<file path="config.mk">
export PLATFORM = sky130hd
export DESIGN_NAME = d2q_front
export DESIGN_NICKNAME = d
export VERILOG_FILES = /design/src/rtl/d2q_pkg.sv /design/src/rtl/d2q_front.sv
export SDC_FILE = /design/constraint.sdc
export NUM_CORES = 2
export LEC_CHECK = 0
export ABC_AREA = 0
export BUFFER_PORTS_ARGS = -buffer_cell sky130_fd_sc_hd__buf_2
export CAP_MARGIN = 0
export CORE_AREA = 10 10 352 354
export CTS_CLUSTER_DIAMETER = 60
export DETAILED_ROUTE_END_ITERATION = 7
export DIE_AREA = 0 0 362 364
export PLACE_DENSITY = 0.57
export SETUP_SLACK_MARGIN = 0.2
export SKIP_LAST_GASP = 1
export SYNTH_ARGS = -nofsm -noshare
export SYNTH_HDL_FRONTEND = slang
export SYNTH_SLANG_ARGS = --single-unit
</file>
<file path="constraint.sdc">
create_clock -name clk -period 16.9 [get_ports clk]
set_input_delay 1.69 -clock clk [delete_from_list [all_inputs] [get_ports clk]]
set_output_delay 1.69 -clock clk [all_outputs]
set_load 0.03 [all_outputs]
</file>
<file path="src/rtl/d2q_pkg.sv">
package d2q_pkg;

  // candidate width: 1 + 2*c - trace stays well inside 36 signed bits
  localparam int PW = 36;
  // numerator width: sum or difference of two elements
  localparam int NW = 34;
  // numerator magnitude width
  localparam int MW = 33;
  // radicand and dividend width
  localparam int RW = 64;
  localparam int QW = 32;
  localparam int FIFO_DEPTH = 4;

  typedef enum logic [1:0] {
    SEL_W = 2'd0,
    SEL_X = 2'd1,
    SEL_Y = 2'd2,
    SEL_Z = 2'd3
  } sel_t;

  typedef struct packed {
    logic signed [31:0] c00;
    logic signed [31:0] c01;
    logic signed [31:0] c02;
    logic signed [31:0] c10;
    logic signed [31:0] c11;
    logic signed [31:0] c12;
    logic signed [31:0] c20;
    logic signed [31:0] c21;
    logic signed [31:0] c22;
  } in_t;

  typedef struct packed {
    logic signed [31:0] quat_w;
    logic signed [31:0] quat_x;
    logic signed [31:0] quat_y;
    logic signed [31:0] quat_z;
    logic               invalid;
  } out_t;

  // classified item: root selection, radicand and the three numerators in
  // increasing component order with the root component left out
  typedef struct packed {
    sel_t                  sel;
    logic                  invalid;
    logic [RW-1:0]         rad;
    logic [2:0]            nsgn;
    logic [2:0][MW-1:0]    nmag;
  } wrk_t;

  // signed saturation of a sign and magnitude; big marks a magnitude of 2^32 or more
  function automatic logic [31:0] sat_mag(input logic neg, input logic big,
                                          input logic [31:0] m);
    logic [31:0] r;
    if (!neg) begin
      r = (big || m[31]) ? 32'h7fff_ffff : m;
    end else begin
      r = (big || m[31]) ? 32'h8000_0000 : (32'd0 - m);
    end
    return r;
  endfunction

endpackage

</file>
<file path="src/rtl/d2q_front.sv">
module d2q_front #(
  parameter int FRAC_BITS = 30
) (
  input  logic          clk,
  input  logic          rst,
  input  d2q_pkg::in_t  in_data,
  input  logic          in_valid,
  output logic          in_ready,
  output d2q_pkg::wrk_t wrk,
  output logic          wrk_valid,
  input  logic          wrk_ready
);

  localparam int PW = d2q_pkg::PW;
  localparam int NW = d2q_pkg::NW;
  localparam int MW = d2q_pkg::MW;
  localparam int RW = d2q_pkg::RW;

  logic                 adv;
  logic                 v1;
  logic signed [PW-1:0] p1, p2, p3, p4;
  logic signed [NW-1:0] n_12m21, n_20m02, n_01m10, n_01p10, n_02p20, n_12p21;

  logic signed [PW-1:0] one;
  logic signed [PW-1:0] tr;
  logic signed [PW-1:0] e00, e11, e22;

  d2q_pkg::wrk_t        wrk_next;
  logic signed [PW-1:0] p_sel;
  logic signed [NW-1:0] n0, n1, n2;

  assign adv      = !wrk_valid || wrk_ready;
  assign in_ready = adv;

  assign one = {{(PW-1){1'b0}}, 1'b1} << FRAC_BITS;
  assign e00 = PW'(in_data.c00);
  assign e11 = PW'(in_data.c11);
  assign e22 = PW'(in_data.c22);
  assign tr  = e00 + e11 + e22;

  always_ff @(posedge clk) begin
    if (rst) begin
      v1 <= 1'b0;
    end else if (adv) begin
      v1 <= in_valid;
    end
  end

  always_ff @(posedge clk) begin
    if (adv) begin
      p1      <= one + tr;
      p2      <= one + (e00 <<< 1) - tr;
      p3      <= one + (e11 <<< 1) - tr;
      p4      <= one + (e22 <<< 1) - tr;
      n_12m21 <= NW'(in_data.c12) - NW'(in_data.c21);
      n_20m02 <= NW'(in_data.c20) - NW'(in_data.c02);
      n_01m10 <= NW'(in_data.c01) - NW'(in_data.c10);
      n_01p10 <= NW'(in_data.c01) + NW'(in_data.c10);
      n_02p20 <= NW'(in_data.c02) + NW'(in_data.c20);
      n_12p21 <= NW'(in_data.c12) + NW'(in_data.c21);
    end
  end

  // pick the largest candidate, earlier one on a tie
  always_comb begin
    if (p1 >= p2 && p1 >= p3 && p1 >= p4) begin
      wrk_next.sel = d2q_pkg::SEL_W;
      p_sel        = p1;
    end else if (p2 >= p3 && p2 >= p4) begin
      wrk_next.sel = d2q_pkg::SEL_X;
      p_sel        = p2;
    end else if (p3 >= p4) begin
      wrk_next.sel = d2q_pkg::SEL_Y;
      p_sel        = p3;
    end else begin
      wrk_next.sel = d2q_pkg::SEL_Z;
      p_sel        = p4;
    end

    unique case (wrk_next.sel)
      d2q_pkg::SEL_W: begin
        n0 = n_12m21; n1 = n_20m02; n2 = n_01m10;
      end
      d2q_pkg::SEL_X: begin
        n0 = n_12m21; n1 = n_01p10; n2 = n_02p20;
      end
      d2q_pkg::SEL_Y: begin
        n0 = n_20m02; n1 = n_01p10; n2 = n_12p21;
      end
      default: begin
        n0 = n_01m10; n1 = n_02p20; n2 = n_12p21;
      end
    endcase

    wrk_next.invalid = p_sel[PW-1] || (p_sel == '0);
    wrk_next.rad     = RW'(p_sel[PW-2:0]) << (FRAC_BITS - 2);
    wrk_next.nsgn    = {n2[NW-1], n1[NW-1], n0[NW-1]};
    wrk_next.nmag[0] = n0[NW-1] ? MW'(-n0) : MW'(n0);
    wrk_next.nmag[1] = n1[NW-1] ? MW'(-n1) : MW'(n1);
    wrk_next.nmag[2] = n2[NW-1] ? MW'(-n2) : MW'(n2);
  end

  always_ff @(posedge clk) begin
    if (rst) begin
      wrk_valid <= 1'b0;
    end else if (adv) begin
      wrk_valid <= v1;
    end
  end

  always_ff @(posedge clk) begin
    if (adv) begin
      wrk <= wrk_next;
    end
  end

endmodule

</file>
==> impl_results.md <==
- TritonCTS clock tree: yes
- Post-Syn Area: 41,600 um^2
- Hold path depth: 2
- CTS clock-pin slew for the worst setup and hold paths: 50 ps
- Hold WC Path Type: reg2reg
- TNS Setup: 0 ps
- Gate Count Post-Synth: 4,310
- Post-synth EDFFs: 472
- Die Y: 364 um
- Global Route Usage Sum: 20.5%
- Post-synthesis compound-gate area fraction: 17.7%
- Initial Util: 35.5%
- Largest net degree at the start of global routing: 73
- Resized Gates After CTS: 0
- Post-synth cell types: 91
- Worst R2R Path Depth: 21
- Metal3 WL: 8180 um
- Final #Nets: 5,685
- WL met1: 61,600 um
- Worst-Margin Slew: 1230 ps
- Skew-Pair Late Insertion Delay: 640 ps
- Post-route DRC: 0
- Dpl hpwl: 117,000 um
- Cell Rows: 126
- Max Buffers Root-to-Sink: 3
- IO buf count: 433
- Chip width: 362 um
- WS Path Type: in2reg
- Num CTS Buffers: 68
- Sequential-to-total area share from yosys stat: 34.1%
- Area leader, netlist: edfxtp_1
- Post-Synth Adder-Cell Area: 21.0%
- Proportion of synthesized area in mux cells: 1.47%
- Max FO, Critical Path: 4
- RePlAce Congestion: 0.940
- Vias per cell: 5.35
- Min Tclk post-route: 8490 ps
- Share of the synthesized area in the top cell type: 34.0%
- Dominant cells by area after synthesis: edfxtp_1 34%, ha_1 19%, xnor2_1 5.9%, a21oi_1 3.8%, inv_1 3.5%
- Final WL: 140,000 um
- Filler Cell Count: 11,600
- Yosys warns: 0
- Slowest stage cell, crit path: nor4_1
- FFs w/ async S/R, synth: 0%
- Vias: 33,795
- CP Data Arrival Time: 8850 ps
- Fraction of layout instances using a drive strength above 1: 13.9%
- Antenna viol nets, final: 0
- Root buf cell: clkbuf_16
- Final setup viols: 0
- Register bit total from synthesis: 474
- Slew Limit Fails: 0
- Hold_buf cts: 0
- FF/Latch Area: 14,200 um^2
- H-tree depth: 3
- CTS sink cnt: 474
- Post CTS Setup Buffer Count: 0
- DR WL/cell: 22.1 um
- Post-Synth XOR/XNOR Area: 7.99%
- Post-route clock period utilization: 50.2%
- RSZ-0062 raised after global routing: false
- Max layer used: met5
- Synth Area in Simple Gates: 12.4%
- Startpoint Class: input port
- Layout Skew: 36.5 ps
- Core region area: 117,000 um^2
- Layout Area Growth over Synthesis: 14.5%
- Max-slew headroom: 17.5%
- Wire length on met2: 66,400 um
- Io pins: 463
- Top-count cell post-synth: ha_1
- Die area: 132,000 um^2
- Critical path endpoint category: register
- Slowest stage delay, CP: 750 ps
- Synth top cells by count: 632 x ha_1, 472 x edfxtp_1, 392 x inv_1
- Vias in the first global route: 33,288
- Multi-input logic area: 25,400 um^2
- Initial antenna violation count: 29
- Max-Cap Viols: 0
- Max frequency: 118 MHz
- First-pass GRT wire length: 207,000 um
- Outcome: completed
- Total global routing overflow: 0
- Final Hold Viols: 0
- Drt pass-1 iters: 5
- Synth Flop Type: edfxtp_1
- Main combinational cell family by area after synthesis: adder cells
- Data required, critical path: 17,260 ps
- Initial DRC Count: 2,512
- Avg Inst Size Synth: 9.66 um^2
[sequential cells by signal, summed over array words and instances (netlist names)]
register / cells
n_01m10: 33
wrk_valid: 1
n_01p10: 32
n_02p20: 32
n_12p21: 32
n_12m21: 33
v1: 1
p2: 34
wrk: 140
p1: 35
p3: 34
p4: 34
n_20m02: 33
[logic make-up (layout without fill, tap and decap cells)]
logic type / after synthesis / count (layout)
other cells: 1 / 40
mux: 58 / 58
compound gates: 1126 / 1126
xor+xnor: 380 / 380
flops: 474 / 474
buf+inv: 542 / 975
simple gates: 1055 / 1055
fa+ha+maj: 674 / 674
[worst max-delay path, delay by kind of cell]
family | cells | cell delay, ps
compound gates | 14 | 3390
xor+xnor | 1 | 130
fa+ha+maj | 5 | 1580
buf+inv | 4 | 530
simple gates | 6 | 1520
[layout make-up]
type                            count  area share [%]
Tap cell                         1536            4.03
Clock buffer                       74            3.66
Sequential cell                   474            29.8
Clock inverter                     48            1.13
Multi-Input combinational cell   3322            53.2
Timing Repair Buffer              460            4.97
Inverter                          393            3.10
Antenna cell                       11          0.0578
[cell usage in the layout (no fill, tap or decap), types with 15 or more instances in the layout]
master,Yosys,layout
a2111oi_0,19,18
xor2_1,101,101
edfxtp_1,472,472
buf_4,36,27
conb_1,1,29
xnor2_1,279,279
o21ai_0,262,260
inv_1,392,392
a22oi_1,19,19
o22ai_1,15,15
mux2i_1,33,33
nand3_1,78,78
clkbuf_16,0,69
o211ai_1,15,15
nor3_1,98,98
nor2b_1,53,53
nand4_1,31,31
and3_1,41,41
or3_1,34,34
nand2_1,209,209
a21oi_1,317,317
a21o_1,113,112
a211oi_1,23,23
and2_1,33,32
a31oi_1,38,37
o21bai_1,45,45
o31ai_1,24,24
nor2_1,323,323
mux2_2,25,25
o21a_1,33,33
nor4_1,27,27
nand2b_1,62,61
a221o_1,62,62
or2_2,21,21
fa_1,42,42
buf_2,17,433
ha_1,632,630
[path summary, 6_finish.rpt]
| kind | endpoint | slack, ps | start |
|---|---|---|---|
| max | p4[33] | 8410 | in_data[1] |
| min | wrk_valid | 430 | v1 |
| max reg2reg | wrk[31] | 8720 | p1[19] |
| min reg2reg | wrk_valid | 430 | v1 |
[through the flow]
| step | cell area (um^2) | util [%] | instances | hold slack (ps) | setup WS, ps |
|---|---|---|---|---|---|
| finish | 47700 | 40.7 | 6318 | 430 | 8410 |
| global route | 47600 | 40.7 | 6311 | 454 | 8020 |
| CTS | 47600 | 40.7 | 6307 | 432 | 8430 |
| detailed placement | 45300 | 38.7 | 6185 | 436 | 7810 |
| global placement | 45300 | 38.7 | 6185 | 427 | 7850 |
| floorplan | 41700 | - | 4338 | 419 | 2010 |
[per-layer routing]
layer	vias up	GRT usage, %
li1	16457	-
met1	16103	26.6
met2	1043	34.8
met3	178	3.35
met4	14	6.17
met5	-	0
Power is left out: the tool's default activity adds up to more than one toggle a clock period on the data nets, which glitch-free logic cannot reach.
