[config.mk]
export PLATFORM = sky130hd
export DESIGN_NAME = d2q_fifo
export DESIGN_NICKNAME = d
export VERILOG_FILES = /design/src/rtl/d2q_pkg.sv /design/src/rtl/d2q_fifo.sv
export SDC_FILE = /design/constraint.sdc
export NUM_CORES = 1
export LEC_CHECK = 0
export BUFFER_PORTS_ARGS = -buffer_cell sky130_fd_sc_hd__buf_2
export CORE_ASPECT_RATIO = 1.2
export CORE_MARGIN = 2
export CORE_UTILIZATION = 57
export DETAILED_ROUTE_END_ITERATION = 16
export PLACE_DENSITY_LB_ADDON = 0.05
export SYNTH_ARGS = -nofsm -noshare
export SYNTH_HDL_FRONTEND = slang
export SYNTH_SLANG_ARGS = --single-unit
[constraint.sdc]
create_clock -name clk -period 8.75 [get_ports clk]
set_input_delay 2.625 -clock clk [delete_from_list [all_inputs] [get_ports clk]]
set_output_delay 2.625 -clock clk [all_outputs]
set_load 0.01 [all_outputs]
[src/rtl/d2q_pkg.sv]
package d2q_pkg;

  // candidate width: 1 + 2*c - trace stays well inside 36 signed bits
  localparam int PW = 36;
  // numerator width: sum or difference of two elements
  localparam int NW = 34;
  // numerator magnitude width
  localparam int MW = 33;
  // radicand and dividend width
  localparam int RW = 64;
  localparam int QW = 32;
  localparam int FIFO_DEPTH = 4;

  typedef enum logic [1:0] {
    SEL_W = 2'd0,
    SEL_X = 2'd1,
    SEL_Y = 2'd2,
    SEL_Z = 2'd3
  } sel_t;

  typedef struct packed {
    logic signed [31:0] c00;
    logic signed [31:0] c01;
    logic signed [31:0] c02;
    logic signed [31:0] c10;
    logic signed [31:0] c11;
    logic signed [31:0] c12;
    logic signed [31:0] c20;
    logic signed [31:0] c21;
    logic signed [31:0] c22;
  } in_t;

  typedef struct packed {
    logic signed [31:0] quat_w;
    logic signed [31:0] quat_x;
    logic signed [31:0] quat_y;
    logic signed [31:0] quat_z;
    logic               invalid;
  } out_t;

  // classified item: root selection, radicand and the three numerators in
  // increasing component order with the root component left out
  typedef struct packed {
    sel_t                  sel;
    logic                  invalid;
    logic [RW-1:0]         rad;
    logic [2:0]            nsgn;
    logic [2:0][MW-1:0]    nmag;
  } wrk_t;

  // signed saturation of a sign and magnitude; big marks a magnitude of 2^32 or more
  function automatic logic [31:0] sat_mag(input logic neg, input logic big,
                                          input logic [31:0] m);
    logic [31:0] r;
    if (!neg) begin
      r = (big || m[31]) ? 32'h7fff_ffff : m;
    end else begin
      r = (big || m[31]) ? 32'h8000_0000 : (32'd0 - m);
    end
    return r;
  endfunction

endpackage

[src/rtl/d2q_fifo.sv]
module d2q_fifo (
  input  logic          clk,
  input  logic          rst,
  input  d2q_pkg::wrk_t wr_data,
  input  logic          wr_valid,
  output logic          wr_ready,
  output d2q_pkg::wrk_t rd_data,
  output logic          rd_valid,
  input  logic          rd_ready
);

  localparam int DEPTH = d2q_pkg::FIFO_DEPTH;
  localparam int AW    = $clog2(DEPTH);

  d2q_pkg::wrk_t   mem [DEPTH];
  logic [AW-1:0]   wr_ptr;
  logic [AW-1:0]   rd_ptr;
  logic [AW:0]     count;
  logic            push;
  logic            pop;

  assign wr_ready = (count != (AW+1)'(DEPTH));
  assign rd_valid = (count != '0);
  assign rd_data  = mem[rd_ptr];
  assign push     = wr_valid && wr_ready;
  assign pop      = rd_valid && rd_ready;

  always_ff @(posedge clk) begin
    if (rst) begin
      wr_ptr <= '0;
      rd_ptr <= '0;
      count  <= '0;
    end else begin
      if (push) begin
        wr_ptr <= wr_ptr + AW'(1);
      end
      if (pop) begin
        rd_ptr <= rd_ptr + AW'(1);
      end
      if (push && !pop) begin
        count <= count + (AW+1)'(1);
      end else if (pop && !push) begin
        count <= count - (AW+1)'(1);
      end
    end
  end

  always_ff @(posedge clk) begin
    if (push) begin
      mem[wr_ptr] <= wr_data;
    end
  end

endmodule

==> flow_summary.toml, run 1 <==
[outcome]
status = "finished, final reports clean"

[sta]
relSlewSlack_pct = 34.3
report.final.setup_viol = 0
fin_crit_sh_pct = 64.3
skew_ns = 0.0134
fin_crit_ns = 5.63
fmax_mhz = 178
rsz0062_at_grt = "no"
final_hold_viol_count = 0
hold_ws_ns = 0.511
fin_setup_tns_ns = 0
finalMaxSlewViolations = 0
worst_pin_slew_ns = 0.985

[global_route]
grt_overflow = 0
grt_pass1_wl_mm = 69.3
grt_pass1_vias = 11500
grt_start_max_net_pins = 112
track_usage_pct = 20.8
antenna_found_initial = 16

[clock_tree]
cts.clk_slew.worst_paths_ns = 0.06
clock_path_buffers = 3
post_cts_buffers = 0
htree_levels = 3
cts_tree = "yes"
cts_buffers = 66
cts_hold_buf = 0
cts_sinks = 685
cts_root_buf = "clkbuf_16"
cts_resized = 0
insertion_delay_ns = 0.58

[setup_path]
slowest_delay_ns = 0.68
end_kind = "output pin"
cp_data_required_time_ns = 6.12
critPathKind = "flop to output pin"
r2r_start = "count[0]"
worstSetupStartpointType = "flop"
critPathSlowestCell = "dfxtp_4"
worst_ep_arrival_time_ns = 3.00
path_common_cell = "buf_4"
path_cells = "buf_4, buf_4, mux4_2, buf_2"
path_max_fanout = 38

[synth]
ys_types = 22
synth.largest_area_cell = "edfxtp_1"
yosys_warnings = 0
syn_area_sq_um = 24800
synth_area_leaders = "edfxtp_1, mux4_2, dfxtp_1, buf_6, buf_2"
async_reset_ff_share_pct = 0
synth_seq_area_share_pct = 82.4
synth_top_area_share_pct = 81.7
yosysMostFrequentCell = "edfxtp_1"
synth_edf_count = 676
syn_avg_cell_area_sq_um = 26.7
syn_nets = 1110
ys.flop_type = "edfxtp_1"
syn_inst = 931
synth.cells.most_frequent = "edfxtp_1, mux4_2, buf_2"
ys_seq_elements = 685

[power_and_ir_drop]
power_density_nw_per_um2 = 299
seqPwrFrac_pct = 46.8
internal-power_uw = 6500
p_sw_uw = 2250
power.total_uw = 8750
clkPwrFrac_pct = 31.2
leakage_uw = 0.00974
p_sw_share_pct = 25.7
irDropWorstVdd_v = 0.000283
power_frac_comb_pct = 22.0

[place]
place_congestion = 0.746
dp_hpwl_mm = 27.2
io_buffer_count = 343
dp.cells = 1796

[final_layout]
instances_no_fill = 1923
nNetsFinal = 1491
drive_gt1_share_pct = 45.3
area_growth_pct = 17.7
fillers = 2658

[min_path]
hp-class = "flop to flop"
worstHoldStart = "wr_ptr[1]"

[run]
drv_cap = 0

[floorplanning]
start_util_pct = 57.9
io_pins = 344
rows = 83
coreArea_sq_um = 42900
die-area_sq_um = 45300
dieWidth_um = 195
chipHeight_um = 233

[routing]
viasPerCell = 5.68
wl_per_cell_um = 24.0
remaining_drc_errors = 0
vias = 10900
drt_wl_total_mm = 46.2
drt-pass1-iter-count = 4
drt_iter0_drc = 627
antenna_left = 0
## flip-flops by register name (all words and copies together) (netlist names), named ones only
register	flops
wr_ptr	2
rd_ptr	2
mem	676
count	3
## power by group through the flow
| stage | clock [uW] | combinational [uW] | sequential [uW] |
|---|---|---|---|
| floorplan | 0 | 1310 | 4160 |
| global placement | 0 | 1970 | 4150 |
| detailed placement | 0 | 1970 | 4170 |
| CTS | 2800 | 1980 | 4100 |
| global route | 2930 | 2070 | 4120 |
| finish | 2730 | 1920 | 4090 |
## through the flow
step	util [%]	setup slack [ns]	cell area [sq um]
after global placement	63.2	3.67	27100
final	68.2	3.12	29200
after CTS	68.1	3.02	29200
after floorplan	-	1.41	24800
after global routing	68.1	2.94	29200
after detailed placement	63.2	3.64	27100
## worst max-delay path: cells and delay by family, from the launching register on
family	cells	cell delay, ns
buffers and inverters	3	1.27
DFF	1	0.68
muxes	1	0.42
## worst paths after layout
path | end | slack (ns) | cells past startpoint
max | rd_data[77] | 3.12 | 4
min | wr_ptr[1] | 0.51 | 2
min reg2reg | wr_ptr[1] | 0.51 | 2
max reg2reg | mem[3][31] | 5.86 | 4
## metal layers
metal  vias up  share of wire, %  track usage [%]
li1       4818                 -                -
met1      5696                39             27.4
met2       333                50             32.9
met3        71               8.6             7.22
met4        10               2.3             7.45
met5         -              0.14                0
## kinds of logic (layout without fill, tap and decap cells)
family | count (synthesis) | count (layout) | share of synthesized area (%)
compound gates | 5 | 5 | 0.151
simple gates | 17 | 17 | 0.337
other cells | 0 | 9 | 0
buf+inv | 42 | 473 | 1.15
fa+ha+maj | 6 | 6 | 0.332
mux | 172 | 172 | 15.4
xor+xnor | 4 | 4 | 0.141
flops | 685 | 685 | 82.4
## cells in the final DEF, fill, tap and decap left out, drive strengths merged
cell type / instances
ha: 5
dfxtp: 9
diode: 9
or3: 2
xor2: 4
a21oi: 1
inv: 5
buf: 352
clkbuf: 92
o311ai: 1
o31ai: 1
and2: 4
edfxtp: 676
clkinv: 20
fa: 1
mux2i: 2
mux4: 169
nand2: 1
nor2: 8
o21ai: 1
a21boi: 1
nand2b: 2
bufinv: 4
mux2: 1
## area by class of cell
cell class	count	area (sq um)	area share [%]
Sequential cell	685	20500	70.1
Clock buffer	92	1870	6.38
Tap cell	552	691	2.36
Clock inverter	26	231	0.792
Antenna cell	9	22.5	0.0770
Inverter	3	11.3	0.0385
Multi-Input combinational cell	204	4090	14.0
Timing Repair Buffer	352	1850	6.32
(Power assumes the default switching activity.)
==> run 2: changes to the inputs <==
==> constraint.sdc (replaced) <==
create_clock -name clk -period 5.5 [get_ports clk]
set_input_delay 1.65 -clock clk [delete_from_list [all_inputs] [get_ports clk]]
set_output_delay 1.65 -clock clk [all_outputs]
set_load 0.01 [all_outputs]
==> flow_summary.toml, run 2 (synthesis gave the netlist of run 1 again) <==
[clock_tree]
htree_levels = 3
insertion_delay_ns = 0.58
cts.clk_slew.worst_paths_ns = 0.06
cts_root_buf = "clkbuf_16"
cts_hold_buf = 0
clock_path_buffers = 3
cts_buffers = 66
post_cts_buffers = 0
cts_sinks = 685
cts_resized = 0
cts_tree = "yes"

[floorplanning]
die-area_sq_um = 45300
rows = 83
chipHeight_um = 233
dieWidth_um = 195
coreArea_sq_um = 42900
start_util_pct = 57.9
io_pins = 344

[sta]
hold_ws_ns = 0.530
fmax_mhz = 239
relSlewSlack_pct = 49.1
finalMaxSlewViolations = 0
worst_pin_slew_ns = 0.764
fin_crit_sh_pct = 76.2
setup_ws_ns = 1.31
final_hold_viol_count = 0
report.final.setup_viol = 0
skew_ns = 0.0164
fin_setup_tns_ns = 0
fin_crit_ns = 4.19
rsz0062_at_grt = "no"

[final_layout]
nNetsFinal = 1506
largest_register_ffs = 676
mostFrequentLayoutCells = "edfxtp_1, buf_2, mux4_2, clkbuf_16, clkbuf_1"
reg_top3 = "mem: 676 flops, count: 3 flops"
drive_gt1_share_pct = 46.1
final_common_cell = "edfxtp_1"
instances_no_fill = 1935
fillers = 2692
largest_register = "mem"
multi_input_area_sq_um = 4090
area_growth_pct = 18.5
ff_latch_area_sq_um = 20500
utilization_pct = 68.6

[power_and_ir_drop]
power_density_nw_per_um2 = 474
leakage_uw = 0.00982
irDropWorstVdd_v = 0.000333

[setup_path]
cp_data_required_time_ns = 3.85
r2r_cells = 4
worstSetupStartpointType = "flop"
critPathKind = "flop to output pin"
end_kind = "output pin"
worst_ep_arrival_time_ns = 2.54
path_max_fanout = 26
r2r_slack_ns = 3.04
rr_endpoint = "mem[3][42]"
r2r_start = "count[0]"

[place]
place_ws_ns = 1.83
io_buffer_count = 343
dp.cells = 1811
place_congestion = 0.749
dp_hpwl_mm = 29.7

[routing]
drt-pass1-iter-count = 6
wl_per_cell_um = 24.4
antenna_left = 0
drt_iter0_drc = 674
vias = 11000
viasPerCell = 5.69
drt_wl_total_mm = 47.1
remaining_drc_errors = 0

[min_path]
min_path_cells = 2
hp-class = "flop to flop"
worstHoldStart = "rd_ptr[0]"

[global_route]
grt_pass1_vias = 11700
track_usage_pct = 21.5
grt_pass1_wl_mm = 71.1
grt_overflow = 0
grt_start_max_net_pins = 84
antenna_found_initial = 15

[run]
drv_cap = 0

[outcome]
status = "finished, final reports clean"
==> run 2: worst max path at each step <==
stage          startpoint            to  slack [ns]  depth (start not counted)
2_1_floorplan    wr_valid     mem[0][0]        1.02                          2
3_3_place_gp         flop  rd_data[133]        1.85                          3
3_5_place_dp         flop  rd_data[133]        1.83                          3
4_1_cts              flop  rd_data[133]        1.19                          3
5_1_grt              flop   rd_data[39]        1.12                          3
6_report             flop  rd_data[141]        1.31                          3
==> run 2: critical path, stage by stage (launching register included) <==
cell	delay, ns
dfxtp_4	0.69
buf_4	0.48
mux4_2	0.56
buf_2	0.17
==> run 2: layer usage <==
metal,GRT usage [%],routed length [um]
met5,0,71
met2,34.8,23900
met4,8.68,1270
met1,27.4,18100
met3,6.70,3780
==> run 2: stage by stage <==
stage | cell area [sq um] | power, uW
floorplan | 24800 | 8650
global placement | 27300 | 9830
detailed placement | 27300 | 9870
CTS | 29400 | 14200
global route | 29400 | 14600
finish | 29400 | 14000
==> run 2: final cells by class <==
type                            instances  area share (%)
Tap cell                              552            2.35
Sequential cell                       685            69.6
Clock inverter                         20           0.519
Inverter                                3          0.0383
Antenna cell                           11          0.0935
Multi-Input combinational cell        204            13.9
Clock buffer                           93            6.53
Timing Repair Buffer                  367            7.00
==> run 2: report_power, final <==
group	switching, uW	internal (uW)
Sequential	192	6330
Clock	1760	2520
Combinational	1640	1500
